$ cat src/itra_pkg.sv
// Shared types, codes and helpers of the integer-to-radix ASCII formatter.
// Used by the digit cells, the core and the testbench; no dependencies.
package itra_pkg;

    // Radix selector as it arrives in the input beat; the fourth code maps to decimal.
    typedef enum logic [1:0] {
        RADIX_DEC = 2'd0,
        RADIX_HEX = 2'd1,
        RADIX_OCT = 2'd2,
        RADIX_RSV = 2'd3
    } t_radix;

    // Commands that the core sends to every cell of the digit chain.
    typedef struct packed {
        logic clear;    // load zero into the digit
        logic convert;  // double the digit and add the carry from below
        logic shift;    // take the digit of the lower neighbor
    } t_cell_ctl;

    localparam logic [7:0] CHAR_ZERO  = 8'h30;
    localparam logic [7:0] CHAR_LOWER = 8'h61;
    localparam logic [7:0] CHAR_UPPER = 8'h41;
    localparam logic [7:0] CHAR_PLUS  = 8'h2B;
    localparam logic [7:0] CHAR_MINUS = 8'h2D;

    // ASCII character of one digit value.
    function automatic logic [7:0] digit_char(input logic [3:0] d, input logic upper);
        logic [7:0] base;
        if (d < 4'd10) begin
            digit_char = CHAR_ZERO + {4'd0, d};
        end else begin
            base = upper ? CHAR_UPPER : CHAR_LOWER;
            digit_char = base + {4'd0, d} - 8'd10;
        end
    endfunction

endpackage

$ cat src/itra_cell.sv
// One digit cell of the conversion chain: holds a single digit of the result.
// Depends on itra_pkg for the radix code and the cell command struct.
module itra_cell (
    input  logic               i_clk,
    input  itra_pkg::t_cell_ctl i_ctl,
    input  itra_pkg::t_radix   i_radix,
    input  logic               i_carry,
    input  logic [3:0]         i_digit,
    output logic               o_carry,
    output logic [3:0]         o_digit
);
    import itra_pkg::*;

    logic [3:0] r_digit;
    logic [3:0] n_digit;
    logic [3:0] w_half;
    logic [4:0] w_radix;
    logic [4:0] w_sum;
    logic [4:0] w_diff;

    always_comb begin
        unique case (i_radix)
            RADIX_HEX: begin
                w_half  = 4'd8;
                w_radix = 5'd16;
            end
            RADIX_OCT: begin
                w_half  = 4'd4;
                w_radix = 5'd8;
            end
            default: begin
                w_half  = 4'd5;
                w_radix = 5'd10;
            end
        endcase
    end

    // 2*d + c reaches the radix exactly when d reaches half of it, so the
    // carry out depends on this cell alone and does not ripple down the chain.
    assign o_carry = (r_digit >= w_half);
    assign o_digit = r_digit;
    assign w_sum   = {r_digit, i_carry};
    assign w_diff  = o_carry ? (w_sum - w_radix) : w_sum;

    always_comb begin
        n_digit = r_digit;
        if (i_ctl.clear) begin
            n_digit = 4'd0;
        end else if (i_ctl.convert) begin
            n_digit = w_diff[3:0];
        end else if (i_ctl.shift) begin
            n_digit = i_digit;
        end
    end

    always_ff @(posedge i_clk) begin
        r_digit <= n_digit;
    end

endmodule

$ cat src/integer_to_radix_ascii_core.sv
// Bit-serial conversion feeds the magnitude into the digit chain, most significant bit
// first; then an optional sign goes out, and the chain shifts once per digit position as
// leading zeros shift out unseen. No new number is taken until the last character has
// been loaded and the sequencer is back in idle; output stalls hold the sign and digits.
// Reset (i_rst_n low at a clock edge) empties the output register, returns the sequencer
// to idle and selects lower-case hex letters.
module integer_to_radix_ascii_core #(
    parameter int VALUE_WIDTH = 64
) (
    input  logic        i_clk,
    input  logic        i_rst_n,
    // Configuration: bit 0 selects upper-case hex letters.
    input  logic        i_cfg_we,
    input  logic        i_cfg_wdata,
    // Input beats.
    input  logic        i_s_tvalid,
    output logic        o_s_tready,
    input  logic [63:0] i_s_tdata,   // [63:0] value
    input  logic [2:0]  i_s_tuser,   // [1:0] radix_code, [2] is_signed
    // Output beats, one character each.
    output logic        o_m_tvalid,
    input  logic        i_m_tready,
    output logic [7:0]  o_m_tdata,   // [7:0] out_char
    output logic        o_m_tlast    // is_last
);
    import itra_pkg::*;

    // Octal needs the most digits of the three radices for any width.
    localparam int NUM_CELLS = (VALUE_WIDTH + 2) / 3;
    localparam int CNT_W     = $clog2(VALUE_WIDTH + 1);
    localparam int POS_W     = $clog2(NUM_CELLS + 1);

    typedef enum logic [1:0] {
        ST_IDLE,
        ST_CONVERT,
        ST_SIGN,
        ST_EMIT
    } t_state;

    t_state                 r_state;
    logic [VALUE_WIDTH-1:0] r_bits;
    logic [CNT_W-1:0]       r_cnt;
    logic [POS_W-1:0]       r_pos;
    logic                   r_started;
    logic                   r_has_sign;
    logic                   r_negative;
    t_radix                 r_radix;
    logic                   r_hex_upper;
    logic                   r_out_valid;
    logic [7:0]             r_out_char;
    logic                   r_out_last;

    logic                   w_accept;
    logic                   w_out_free;
    logic                   w_load;
    logic [VALUE_WIDTH-1:0] w_value;
    logic                   w_neg;
    logic [VALUE_WIDTH-1:0] w_mag;
    t_radix                 w_radix_in;
    logic [3:0]             w_top;
    logic                   w_skip;
    logic                   w_emit;
    t_cell_ctl              w_ctl;
    logic [3:0]             w_digit [NUM_CELLS];
    logic                   w_carry [NUM_CELLS];

    // No beat is taken while reset is held.
    assign o_s_tready = (r_state == ST_IDLE) && i_rst_n;
    assign w_accept   = i_s_tvalid && o_s_tready;
    // The output register takes a new character when it is empty or being drained.
    assign w_out_free = !r_out_valid || i_m_tready;

    // Input decode: bits above the configured width are ignored, and a negative
    // signed number is turned into its magnitude (the most negative value comes
    // out as 2^(VALUE_WIDTH-1), which the unsigned vector holds exactly).
    assign w_value    = i_s_tdata[VALUE_WIDTH-1:0];
    assign w_neg      = i_s_tuser[2] && w_value[VALUE_WIDTH-1];
    assign w_mag      = w_neg ? (~w_value + {{(VALUE_WIDTH-1){1'b0}}, 1'b1}) : w_value;
    assign w_radix_in = (t_radix'(i_s_tuser[1:0]) == RADIX_RSV) ? RADIX_DEC
                                                                : t_radix'(i_s_tuser[1:0]);

    // Digits sit least significant in cell 0; the chain shifts upward while
    // characters are taken from the top cell. Leading zeros are shifted out
    // unseen, but the final position is always shown so that zero gives "0".
    assign w_top  = w_digit[NUM_CELLS-1];
    assign w_skip = (r_state == ST_EMIT) && !r_started && (w_top == 4'd0)
                    && (r_pos > POS_W'(1));
    assign w_emit = (r_state == ST_EMIT) && !w_skip && w_out_free;
    // A sign or a digit enters the output register in this cycle.
    assign w_load = ((r_state == ST_SIGN) && w_out_free) || w_emit;

    always_comb begin
        w_ctl.clear   = w_accept;
        w_ctl.convert = (r_state == ST_CONVERT);
        w_ctl.shift   = w_skip || w_emit;
    end

    for (genvar g = 0; g < NUM_CELLS; g++) begin : g_cell
        logic       w_cin;
        logic [3:0] w_din;
        if (g == 0) begin : g_first
            assign w_cin = r_bits[VALUE_WIDTH-1];
            assign w_din = 4'd0;
        end else begin : g_next
            assign w_cin = w_carry[g-1];
            assign w_din = w_digit[g-1];
        end
        itra_cell u_cell (
            .i_clk   (i_clk),
            .i_ctl   (w_ctl),
            .i_radix (r_radix),
            .i_carry (w_cin),
            .i_digit (w_din),
            .o_carry (w_carry[g]),
            .o_digit (w_digit[g])
        );
    end

    always_ff @(posedge i_clk) begin
        if (!i_rst_n) begin
            r_state     <= ST_IDLE;
            r_out_valid <= 1'b0;
            r_hex_upper <= 1'b0;
            r_started   <= 1'b0;
        end else begin
            if (i_cfg_we) begin
                r_hex_upper <= i_cfg_wdata;
            end
            if (w_load) begin
                r_out_valid <= 1'b1;
            end else if (i_m_tready) begin
                r_out_valid <= 1'b0;
            end
            unique case (r_state)
                ST_IDLE: begin
                    if (w_accept) begin
                        r_bits     <= w_mag;
                        r_radix    <= w_radix_in;
                        r_negative <= w_neg;
                        r_has_sign <= i_s_tuser[2] && (w_value != '0);
                        r_cnt      <= CNT_W'(VALUE_WIDTH);
                        r_state    <= ST_CONVERT;
                    end
                end
                ST_CONVERT: begin
                    // Feed the magnitude into the chain, most significant bit first.
                    r_bits    <= {r_bits[VALUE_WIDTH-2:0], 1'b0};
                    r_cnt     <= r_cnt - CNT_W'(1);
                    r_pos     <= POS_W'(NUM_CELLS);
                    r_started <= 1'b0;
                    if (r_cnt == CNT_W'(1)) begin
                        r_state <= r_has_sign ? ST_SIGN : ST_EMIT;
                    end
                end
                ST_SIGN: begin
                    if (w_out_free) begin
                        r_out_char  <= r_negative ? CHAR_MINUS : CHAR_PLUS;
                        r_out_last  <= 1'b0;
                        r_state     <= ST_EMIT;
                    end
                end
                ST_EMIT: begin
                    if (w_skip || w_emit) begin
                        r_pos <= r_pos - POS_W'(1);
                    end
                    if (w_emit) begin
                        r_started   <= 1'b1;
                        r_out_char  <= digit_char(w_top, r_hex_upper);
                        r_out_last  <= (r_pos == POS_W'(1));
                        if (r_pos == POS_W'(1)) begin
                            r_state <= ST_IDLE;
                        end
                    end
                end
                default: begin
                    r_state <= ST_IDLE;
                end
            endcase
        end
    end

    assign o_m_tvalid = r_out_valid;
    assign o_m_tdata  = r_out_char;
    assign o_m_tlast  = r_out_last;

endmodule

$ cat config.mk
export PLATFORM = sky130hd
export DESIGN_NAME = integer_to_radix_ascii_core
export DESIGN_NICKNAME = d
export VERILOG_FILES = /design/src/itra_pkg.sv /design/src/itra_cell.sv /design/src/integer_to_radix_ascii_core.sv
export SDC_FILE = /design/constraint.sdc
export NUM_CORES = 1
export LEC_CHECK = 0
export BUFFER_PORTS_ARGS = -buffer_cell sky130_fd_sc_hd__buf_2
export CORE_MARGIN = 2
export CORE_UTILIZATION = 35
export DETAILED_ROUTE_END_ITERATION = 16
export GPL_TIMING_DRIVEN = 1
export SLEW_MARGIN = 20
export SYNTH_ARGS = -nofsm -noshare
export SYNTH_HDL_FRONTEND = slang
export SYNTH_SLANG_ARGS = --single-unit
$ cat constraint.sdc
create_clock -name i_clk -period 9.35 [get_ports i_clk]
set_input_delay 0 -clock i_clk [delete_from_list [all_inputs] [get_ports i_clk]]
set_output_delay 0 -clock i_clk [all_outputs]
set_load 0.02 [all_outputs]
; Yosys cells after proc, flatten, opt, wreduce, memory -nomap -nowiden
; Index checks and enable logic that the tools add are counted.
; Widths: inputs -> output; s select.
[classes]
add_sub_neg = 28
n_mul = 0
n_div = 0
n_lt_le_gt_ge = 24
eq_ne = 14
shifts = 0
muxes = 95
bitwise = 1
reduce_logical = 30
[ops]
columns = op, count
row1 = $mux 4, 66
row2 = $mux 64, 2
row3 = $pmux 64 s2, 1
row4 = $ge 4x4->1, 22
row5 = $sub 4x4->4, 22
row6 = $add 64x1->64 const B, 1
row7 = $not 64->64, 1
row8 = $reduce_bool 64->1, 1
row9 = $mux 8, 3
row10 = $pmux 4 s2, 2
row11 = $pmux 8 s2, 1
row12 = $pmux 7 s2, 1
row13 = $logic_and 1x1->1, 10
row14 = $mux 2, 5
row15 = $pmux 5 s2, 1
row16 = $reduce_bool 2->1, 5
row17 = $reduce_and 3->1, 3
row18 = $add 7x4->8, 1
row19 = $eq 2x2->1 const B, 4
row20 = $ne 2x2->1 const B, 4
row21 = $pmux 2 s4, 1
row22 = $sub 8x4->8 const B, 1
row23 = $add 6x4->7 const A, 1
row24 = $eq 7x1->1 const B, 1
row25 = other kinds (20), 32
[totals]
regBits = 182
latchBits = 0
mem_bits_rw = 0
mem_bits_ro = 0
input_bits = 73
out_inout_bits = 11
word_cells = 226
memories = 0

; Depth between registers and ports, before layout
; Gate-level depths: netlist of the first run.
[logic_depth]
ltp_word = 10
depth_mapped = 10
depth_no_buf = 10

; Hierarchy
; Synthesis of the first run repeated with hierarchy kept, for this count alone.
[hier_totals]
hier_cells = 1720
area_unflattened_um2 = 14969.4
[modules_own_cells]
columns = module, instances, cells_per_inst, area_each_um2, seq_area_each_um2
row1 = integer_to_radix_ascii_core, 1, 664, 6284.8, 2742.6
row2 = itra_cell (g_cell[0].u_cell ...), 15, 48, 399.1, 80.1
row3 = itra_cell (g_cell[2].u_cell ...), 6, 48, 384.1, 80.1
row4 = itra_cell (g_cell[21].u_cell), 1, 48, 392.9, 80.1

; Least setup slack after synthesis of the first run
; No wires, ideal clock.
[synth_timing]
kind = register to register
start = register r_state[1]
end = register r_bits[0] (enable)
setup_ps = 509
arrival_ps = 4444
t_required_ps = 8841
setup_slack_ps = 4397
path_stages_with_launch = 7
path_buffers = 2
period_less_slack_ps = 4953
path_cell_list = dfxtp_1 -> inv_1 -> ha_1 -> clkbuf_1 -> buf_1 -> mux2i_1 -> nor2b_1
[synth_between]
elab_chain_len = 5
word_cells_on_any_way = 7
cone_classes = eq/ne: 2 / reduce/logical: 5
[synth_rtl]
columns = item, line
row1 = start: declaration, integer_to_radix_ascii_core.sv:40  ; t_state r_state;
row2 = start signal: assignment, integer_to_radix_ascii_core.sv:152  ; r_state <= r_has_sign ? ST_SIGN : ST_EMIT;
row3 = $logic_not 2->1, "integer_to_radix_ascii_core.sv:68, integer_to_radix_ascii_core.sv:134"
row4 = $logic_and 1x1->1, integer_to_radix_ascii_core.sv:68  ; assign o_s_tready = (r_state == ST_IDLE) && i_rst_n;
row5 = $logic_and 1x1->1, integer_to_radix_ascii_core.sv:69  ; assign w_accept = i_s_tvalid && o_s_tready;
row6 = $ne 2x2->1 (no source line), n/a
row7 = $reduce_and 3->1 (no source line) *, n/a
row8 = end signal: assignment, integer_to_radix_ascii_core.sv:137  ; r_bits <= w_mag;
row9 = end signal: assignment, integer_to_radix_ascii_core.sv:147  ; r_bits <= {r_bits[VALUE_WIDTH-2:0], 1'b0};
row10 = end: declaration, integer_to_radix_ascii_core.sv:41  ; logic [VALUE_WIDTH-1:0] r_bits;
; Every way passes the cells marked *; elsewhere a longest branch is shown, timed or not.
; A chain may end at the register's enable or synchronous reset.

; Worst setup path in the final report of the first run
[layout_timing]
start = input port i_s_tdata[0]
end = register r_has_sign (data pin)
[layout_between]
elab_chain_len = 2
[layout_rtl]
columns = item, line
row1 = start: declaration, integer_to_radix_ascii_core.sv:18  ; input logic [63:0] i_s_tdata,
row2 = $reduce_bool 64->1, integer_to_radix_ascii_core.sv:140  ; r_has_sign <= i_s_tuser[2] && (w_value != '0);
row3 = $logic_and 1x1->1, integer_to_radix_ascii_core.sv:140
row4 = end signal: assignment, integer_to_radix_ascii_core.sv:140
row5 = end: declaration, integer_to_radix_ascii_core.sv:45  ; logic r_has_sign;
; No other way between the ends.

==> flow_summary.ini, run 1 <==
[layout]
diodes = 0
syn_to_final_growth_pct = 15.37
drive_above_1_share = 0.1660
nets = 1595

[critical_path]
cp-start-kind = input pin
reg2reg_from = g_cell[21].u_cell.o_digit[1]$_SDFFE_PP0P_
cp_max_fo = 9
worstSetupPathType = input pin to flip-flop
end_kind = flip-flop
rrSetupSlack_ps = 6020
startpoint = i_s_tdata[0]
ff2ff_path_depth = 10
r2r_end = g_cell[13].u_cell.o_digit[3]$_SDFFE_PP0P_
arrival_ps = 3690
worstPathRequired_ps = 9550
crit_end = r_has_sign$_DFFE_PP_

[sta]
finalClockSkew_ps = 10.82
max-slew-margin-rel = 0.2744
rsz0062_at_grt = false
drv_slew = 0
setup_tns_ps = 0
period_minus_slack_ps = 3496
fmax_mhz = 286.0
final-hold-violation-count = 0
setup_viol = 0
fin_crit_sh = 0.3739
tightest_slew_ps = 1087

[logic_synthesis]
syn_inst = 1328
synth.distinct_cells = 60
syn_area_per_cell_sq_um = 9.197
synth-main-ff-cell = dfxtp_1
synth_top_area_cell = edfxtp_1
netlist_area_sq_um = 12210
synth_top_area_frac = 0.2163
synth_nets = 1502
async_flop_share = 0
synth.area.top_cells = edfxtp_1 (22%), dfxtp_1 (15%), ha_1 (10%)
synthTopCellsByCount = nor2_1 (111), a21oi_1 (103), ha_1 (101), o21ai_0 (98), dfxtp_1 (93)
ys_ff_latch = 181
synth_seq_area_share = 0.3688
synth.most_common_cell = nor2_1
yosysWarnings = 0
synth_edf_count = 88

[clocking]
cts_repair_resize_count = 0
numCtsBuffers = 17
cts.sinks = 181
clock_path_buffers = 2
worstSkewPairLatency_ps = 440
h-tree-depth = 4
clkTransAtPathRegs_ps = 80
cts_tree = done
root_buffer = clkbuf_16

[global_routing]
grt.overflow.total = 0
grt_max_degree = 85
grt_util_met1 = 0.2143
met2_usage = 0.2574
grt_pass1_vias = 9768
antenna_found_initial = 0
grt_usage = 0.1575
use_met3 = 0.02595
grt.busiest_layer = met2
grt_pass1_wl_mm = 47.24

[place]
port_buffers = 82
dp.final_hpwl_mm = 18.54
gp_routability_congestion = 0.8123

[routing]
dr.first_iter.drc_count = 602
routedWlPerCell_um = 14.88
post-route-drc-count = 0
drtAntennaViolNets = 0
drt-vias-per-instance = 5.260
vias = 9937
wirelength_mm = 28.11
firstDrtPassIters = 5

[die]
die_h_um = 190.8
fp.dieArea_sq_um = 36410
ioPinCount = 84
die_w_um = 190.8
std_cell_rows = 68
core_region_area_sq_um = 34460
initial_utilization = 0.3545

[power]
p_int_w = 0.002463
clkPwrFrac = 0.181
power_w = 0.004072
p_sw_w = 0.001609
max-vdd-ir-drop_v = 0.0001312
pwr-share-comb = 0.496
power.density_nw_per_um2 = 289.0
p_leak_nw = 5.469
swShare = 0.3950
p_seq_frac = 0.323

[flow_run]
timing.max_cap.violations = 0

[worst_hold_path]
hp-class = input pin to flip-flop

[outcome]
status = complete, no violations
## timing repair
item                      4_1_cts  5_1_grt
hold endpoints to repair       42        0
hold buffers                   43        0
setup buffers                   0        0
## cells by family (layout without fill, tap and decap cells)
logic type	after synthesis	count (layout)	share of synthesized area
and+or+nand+nor	365	365	0.1522
AOI/OAI and AO/OA	361	361	0.1779
DFF	181	181	0.3688
buffers and inverters	127	233	0.03975
muxes	111	111	0.09947
adders and majority gates	101	101	0.1035
xor gates and xnor gates	81	81	0.05808
other	1	1	0.0003070
## layout by cell type (no fill, tap or decap), types with 37 or more instances in the layout
cell type and instances:
ha_1 100, nand2b_1 51, mux2_2 83, xnor2_1 44, dlygate4sd3_1 43, buf_2 82
a211oi_1 41, nor3_1 47, o21ai_0 98, dfxtp_1 93, nand2_1 70, o22ai_1 43
xor2_1 37, edfxtp_1 88, nor2_1 111, inv_1 64, a21oi_1 103
## power by group through the flow
stage / Sequential, W / Combinational [W] / Clock, W
global placement: 0.00133 / 0.00194 / 0
floorplan: 0.00128 / 0.00161 / 0
CTS: 0.00131 / 0.00203 / 0.000759
finish: 0.00131 / 0.00202 / 0.000739
global route: 0.00135 / 0.00229 / 0.000789
detailed placement: 0.00133 / 0.00200 / 0
## worst min path at each step
stage,from,endpoint,slack [ps],depth (start not counted)
global placement,i_cfg_wdata,r_hex_upper$_SDFFE_PN0P_,270,3
detailed placement,i_cfg_wdata,r_hex_upper$_SDFFE_PN0P_,270,3
floorplan,i_rst_n,r_state[0]$_SDFFE_PN0P_,120,2
global route,i_s_tdata[23],r_bits[23]$_DFFE_PP_,20,3
finish,i_s_tdata[50],r_bits[50]$_DFFE_PP_,20,3
CTS,i_s_tdata[1],r_bits[1]$_DFFE_PP_,2,3
## registers in the layout, summed over array words and instances, names as in the netlist
| name | count |
|---|---|
| g_cell.u_cell.o_digit | 88 |
| o_m_tdata | 7 |
| o_m_tlast | 1 |
| o_m_tvalid | 1 |
| r_bits | 64 |
| r_cnt | 7 |
| r_has_sign | 1 |
| r_hex_upper | 1 |
| r_negative | 1 |
| r_pos | 5 |
| r_radix | 2 |
| r_started | 1 |
| r_state | 2 |
## per-layer routing
layer  routed length, um  vias to the layer above
met2               12950                      194
met5                   0                        -
met3                1091                       29
met1               13690                     4664
met4                 376                        0
li1                    -                     5050
## layout make-up
type | instances | area (sq um)
clock inverter | 12 | 127.6
sequential | 181 | 4504
tap | 455 | 569.3
fill | 3405 | 20370
timing repair buffer | 136 | 923.4
clock buffer | 20 | 466.7
multi-input combinational | 1020 | 7256
inverter | 65 | 244.0
## through the flow
step	area, sq um	std cells	setup WS (ps)	hold WS (ps)	util
2_1_floorplan	12210	1328	4397	122.9	-
3_3_place_gp	13070	1814	6077	266.3	0.3792
3_5_place_dp	13070	1814	6022	273.1	0.3792
4_1_cts	14090	1889	5836	1.736	0.4089
5_1_grt	14090	1889	5575	24.00	0.4089
6_report	14090	1889	5854	16.79	0.4089
## critical path: stages
cell	delay, ps
dlygate4sd3_1	520
buf_2	150
inv_1	70
ha_1	160
nor3b_1	670
nand4_1	480
nor4_4	680
nand2_1	110
o31a_1	290
dlygate4sd3_1	550
Power figures use the tool's default switching activity.
==> run 2: changes to the inputs <==
ABC_AREA = 1   (was default)
clock period = 2.9 ns   (was 9.35 ns; I/O delays follow)
==> flow_summary.ini, run 2 <==
[die]
die_w_um = 197.6
std_cell_rows = 70
ioPinCount = 84
fp.dieArea_sq_um = 39050
initial_utilization = 0.3566
core_region_area_sq_um = 36790
die_h_um = 197.6

[logic_synthesis]
syn_area_per_cell_sq_um = 6.642
synth_edf_count = 88
synth.distinct_cells = 37
ys_ff_latch = 181
synth.area.top_cells = edfxtp_1 (20%), nand2_1 (17%), dfxtp_1 (14%)
synth-main-ff-cell = dfxtp_1
synthTopCellsByCount = nand2_1 (608), nor2_1 (387), inv_1 (163), nand3_1 (110), ha_1 (101)
syn_inst = 1975
synth_top_area_frac = 0.2014
synth_top_area_cell = edfxtp_1
synth_nets = 2149
synth_seq_area_share = 0.3433
yosysWarnings = 0
async_flop_share = 0
synth.most_common_cell = nand2_1
netlist_area_sq_um = 13120

[routing]
drtAntennaViolNets = 0
wirelength_mm = 34.64
vias = 12922
drt-vias-per-instance = 5.032
dr.first_iter.drc_count = 838
firstDrtPassIters = 5
routedWlPerCell_um = 13.49
post-route-drc-count = 0

[critical_path]
worstPathRequired_ps = 3240
r2r_end = g_cell[14].u_cell.o_digit[3]$_SDFFE_PP0P_
worstSetupPathType = flip-flop to flip-flop
reg2reg_from = r_radix[0]$_SDFFCE_PN0P_
cp_max_fo = 15
arrival_ps = 2850
cp-start-kind = flip-flop
rrSetupSlack_ps = 390
end_kind = flip-flop
ff2ff_path_depth = 11

[place]
dpl-instance-area_sq_um = 14040
gp_routability_congestion = 0.9802
dp.final_hpwl_mm = 24.01
port_buffers = 82

[layout]
nFillCells = 3820
utilization = 0.4149
mostFrequentLayoutCells = nand2_1 (608), nor2_1 (387), inv_1 (159)
syn_to_final_growth_pct = 16.33
drive_above_1_share = 0.07143
final_common_cell = nand2_1
nets = 2261
largest_register_ffs = 88
final_cell_area_sq_um = 15260
diodes = 0

[power]
max-vdd-ir-drop_v = 0.0008813
p_leak_nw = 7.028
p_int_w = 0.008250
pwr-share-comb = 0.562
p_seq_frac = 0.280
power_w = 0.01524
clkPwrFrac = 0.158
swShare = 0.4588
power.density_nw_per_um2 = 998.9
p_sw_w = 0.006994

[flow_run]
timing.max_cap.violations = 0

[sta]
fin_crit_sh = 0.8655
holdWs_ps = 17.25
drv_slew = 0
fmax_mhz = 398.4
setup_viol = 0
rsz0062_at_grt = false
tightest_slew_ps = 957.0
finalClockSkew_ps = 12.18
period_minus_slack_ps = 2510
final-hold-violation-count = 0
max-slew-margin-rel = 0.3613

[clocking]
clock_path_buffers = 2
cts.sinks = 181
clkTransAtPathRegs_ps = 80
cts_tree = done
numCtsBuffers = 17
cts_setup_buffers = 0
h-tree-depth = 4
root_buffer = clkbuf_16
worstSkewPairLatency_ps = 450

[global_routing]
grt_pass1_vias = 12068
grt_max_degree = 176
grt.overflow.total = 0
grt_usage = 0.1804
grt_pass1_wl_mm = 57.62
antenna_found_initial = 0

[worst_hold_path]
hp-start = i_s_tdata[56]
hold_path_end = r_bits[56]$_DFFE_PP_
hp-class = input pin to flip-flop
hold_depth = 5

[outcome]
status = complete, no violations
[run 2: worst max path at each step]
stage / startpoint / endpoint / slack, ps / cells past startpoint
2_1_floorplan: r_state[1]$_SDFFE_PN0P_ / r_bits[0]$_SDFFCE_PP0P_ / -210 / 6
3_3_place_gp: r_radix[0]$_SDFFCE_PN0P_ / g_cell[13].u_cell.o_digit[3]$_SDFFE_PP0P_ / 540 / 11
3_5_place_dp: r_radix[0]$_SDFFCE_PN0P_ / g_cell[6].u_cell.o_digit[0]$_SDFFE_PP0P_ / 480 / 10
4_1_cts: r_radix[0]$_SDFFCE_PN0P_ / g_cell[14].u_cell.o_digit[3]$_SDFFE_PP0P_ / 390 / 11
5_1_grt: r_radix[0]$_SDFFCE_PN0P_ / g_cell[6].u_cell.o_digit[0]$_SDFFE_PP0P_ / 230 / 10
6_report: r_radix[0]$_SDFFCE_PN0P_ / g_cell[14].u_cell.o_digit[3]$_SDFFE_PP0P_ / 390 / 11
[run 2: power by group through the flow]
stage	clock network (W)	registers, W	logic [W]
3_5_place_dp	0	0.00433	0.00848
4_1_cts	0.00246	0.00428	0.00860
3_3_place_gp	0	0.00431	0.00830
5_1_grt	0.00256	0.00439	0.00995
2_1_floorplan	0	0.00424	0.00684
6_report	0.00241	0.00427	0.00856
[run 2: layout make-up]
class / instances / area (sq um) / area share
sequential: 181 / 4506 / 0.2952
inverter: 164 / 618.1 / 0.04050
clock buffer: 17 / 425.4 / 0.02788
timing repair buffer: 164 / 1246 / 0.08166
clock inverter: 15 / 166.4 / 0.01090
multi-input combinational: 1559 / 7714 / 0.5055
tap: 468 / 585.6 / 0.03837
[run 2: cells by family after synthesis]
family,synth area share
AO/OA/AOI/OAI,0.1067
XOR/XNOR,0.02070
adder cells (fa/ha/maj),0.09633
buffers and inverters,0.07067
flip-flops,0.3433
other,0.0002858
AND/OR/NAND/NOR,0.3619
[run 2: routing by layer]
metal	vias up	GRT usage	wire (um)
met5	-	0	0
met4	0	0.04344	490
met3	33	0.03005	1789
met2	298	0.2998	15930
met1	5902	0.2439	16430
li1	6689	-	-
[run 2: per-stage QoR]
step | setup slack (ps) | TNS, ps | cells
after floorplan | -208.4 | -14800 | 1975
after global placement | 543.4 | 0 | 2473
after detailed placement | 477.9 | 0 | 2473
after CTS | 393.8 | 0 | 2568
after global routing | 226.6 | 0 | 2568
final | 389.9 | 0 | 2568
[run 2: worst max-delay path: stages (launching register included)]
cell and delay [ps]:
edfxtp_1 370, ha_1 510, buf_12 260, ha_1 210, ha_1 220, o21a_1 200, nand2_1 160, nand2_1 70
nand3_1 70, o21ai_0 110, nor2_1 150, nor2_1 70
[run 2: what timing repair did]
| action | 4_1_cts | 5_1_grt |
|---|---|---|
| hold buffers | 63 | 0 |
| hold endpoints to repair | 63 | 0 |
| gates resized for setup | 0 | 0 |
==> run 3: changes to the inputs <==
ABC_AREA = 0   (was 1)
==> flow_summary.ini, run 3 (synthesis results as in run 1) <==
[global_routing]
antenna_found_initial = 0
grt_usage = 0.1536
grt_max_degree = 128
grt_pass1_vias = 9794
grt.overflow.total = 0
grt_pass1_wl_mm = 46.13

[sta]
setup_tns_ps = 0
drv_slew = 0
setup_viol = 0
max-slew-margin-rel = 0.3216
tightest_slew_ps = 1018
rsz0062_at_grt = false
finalClockSkew_ps = 11.68
period_minus_slack_ps = 2745
fmax_mhz = 364.3
final-hold-violation-count = 0
holdWs_ps = 12.52
fin_crit_sh = 0.9467

[critical_path]
worstSetupPathType = input pin to flip-flop
path_delay_family = simple AND/OR/NAND/NOR gates
cp-start-kind = input pin
slowest_delay_ps = 560
worstPathRequired_ps = 3090
arrival_ps = 2940
cp_max_fo = 5
cp_slowest_cell = dlygate4sd3_1
crit_path_frequent_cell = dlygate4sd3_1
crit_path_cell_trace = dlygate4sd3_1 -> buf_2 -> or4_4 -> or3_1 -> nor4_4 -> nand2_1 -> o31a_1 -> dlygate4sd3_1
end_kind = flip-flop
critPathBufInv = 3

[layout]
mostFrequentLayoutCells = nor2_1 (111), a21oi_1 (103), ha_1 (100)
nFillCells = 3438
nets = 1598
final_cell_area_sq_um = 14090
diodes = 0
final_common_cell = nor2_1
largest_register_ffs = 88
syn_to_final_growth_pct = 15.37
drive_above_1_share = 0.1726

[place]
port_buffers = 82
dpl-instance-area_sq_um = 13230
gp_routability_congestion = 0.8213
dp.final_hpwl_mm = 18.43

[power]
power.density_nw_per_um2 = 919.1
p_int_w = 0.007874
clkPwrFrac = 0.169
pwr-share-comb = 0.507
swShare = 0.3920
p_seq_frac = 0.324
p_sw_w = 0.005077
p_leak_nw = 5.485
max-vdd-ir-drop_v = 0.0004974

[routing]
wirelength_mm = 27.24
post-route-drc-count = 0
routedWlPerCell_um = 14.40
vias = 9860
drt-vias-per-instance = 5.211
drtAntennaViolNets = 0
firstDrtPassIters = 5
dr.first_iter.drc_count = 577

[worst_hold_path]
hp-class = input pin to flip-flop

[die]
die_h_um = 190.8
initial_utilization = 0.3545
die_w_um = 190.8
fp.dieArea_sq_um = 36410
ioPinCount = 84
core_region_area_sq_um = 34460
std_cell_rows = 68

[clocking]
root_buffer = clkbuf_16
clock_path_buffers = 2
cts.sinks = 181
h-tree-depth = 4
cts_tree = done
clkTransAtPathRegs_ps = 70
worstSkewPairLatency_ps = 440
numCtsBuffers = 17
cts_repair_resize_count = 0

[outcome]
status = complete, no violations

[flow_run]
timing.max_cap.violations = 0
run 3: cell type report:
cell class | instances | area [sq um] | area share
clock inverter | 11 | 75.07 | 0.005328
tap | 455 | 569.3 | 0.04040
inverter | 65 | 244.0 | 0.01731
multi-input combinational | 1020 | 7256 | 0.5149
sequential | 181 | 4504 | 0.3197
clock buffer | 21 | 461.7 | 0.03277
timing repair buffer | 139 | 980.9 | 0.06961
run 3: timing repair:
action / CTS / global route
hold buffers: 32 / 0
setup endpoints to repair: 0 / 1
setup buffers: 0 / 1
endpoints found under the hold margin: 31 / 0
run 3: worst min-delay path, cell delays in order:
cell and delay [ps]:
buf_2 120, xnor2_1 70, o21ai_0 150
run 3: per-layer routing:
metal / GRT usage / wire, um / vias up
li1: - / - / 5035
met1: 0.2058 / 13250 / 4636
met2: 0.2547 / 12690 / 169
met3: 0.02227 / 980 / 20
met4: 0.04711 / 324 / 0
met5: 0 / 0 / -
run 3: power by group through the flow:
| stage | combinational [W] | clock [W] | sequential (W) |
|---|---|---|---|
| detailed placement | 0.00656 | 0 | 0.00425 |
| CTS | 0.00662 | 0.00225 | 0.00420 |
| global route | 0.00748 | 0.00234 | 0.00430 |
| finish | 0.00657 | 0.00219 | 0.00419 |
| floorplan | 0.00520 | 0 | 0.00410 |
| global placement | 0.00638 | 0 | 0.00423 |
run 3: stage by stage:
stage               utilization  setup WS [ps]  instances  total power, W
finish                   0.4089          154.7       1892         0.01295
global route             0.4089          97.09       1892         0.01412
CTS                      0.4087          59.92       1891         0.01307
detailed placement       0.3838          415.9       1827         0.01080
global placement         0.3838          451.5       1827         0.01061
floorplan                     -          60.02       1328        0.009293
run 3: final timing paths:
check / end / startpoint / slack, ps / depth (start not counted)
setup / recovery: r_has_sign$_DFFE_PP_ / i_s_tdata[12] / 150 / 8
hold / removal: r_bits[58]$_DFFE_PP_ / i_s_tdata[58] / 10 / 3
setup reg to reg: g_cell[6].u_cell.o_digit[3]$_SDFFE_PP0P_ / g_cell[21].u_cell.o_digit[1]$_SDFFE_PP0P_ / 390 / 9
hold reg to reg: g_cell[0].u_cell.o_digit[0]$_SDFFE_PP0P_ / g_cell[0].u_cell.o_digit[0]$_SDFFE_PP0P_ / 500 / 2
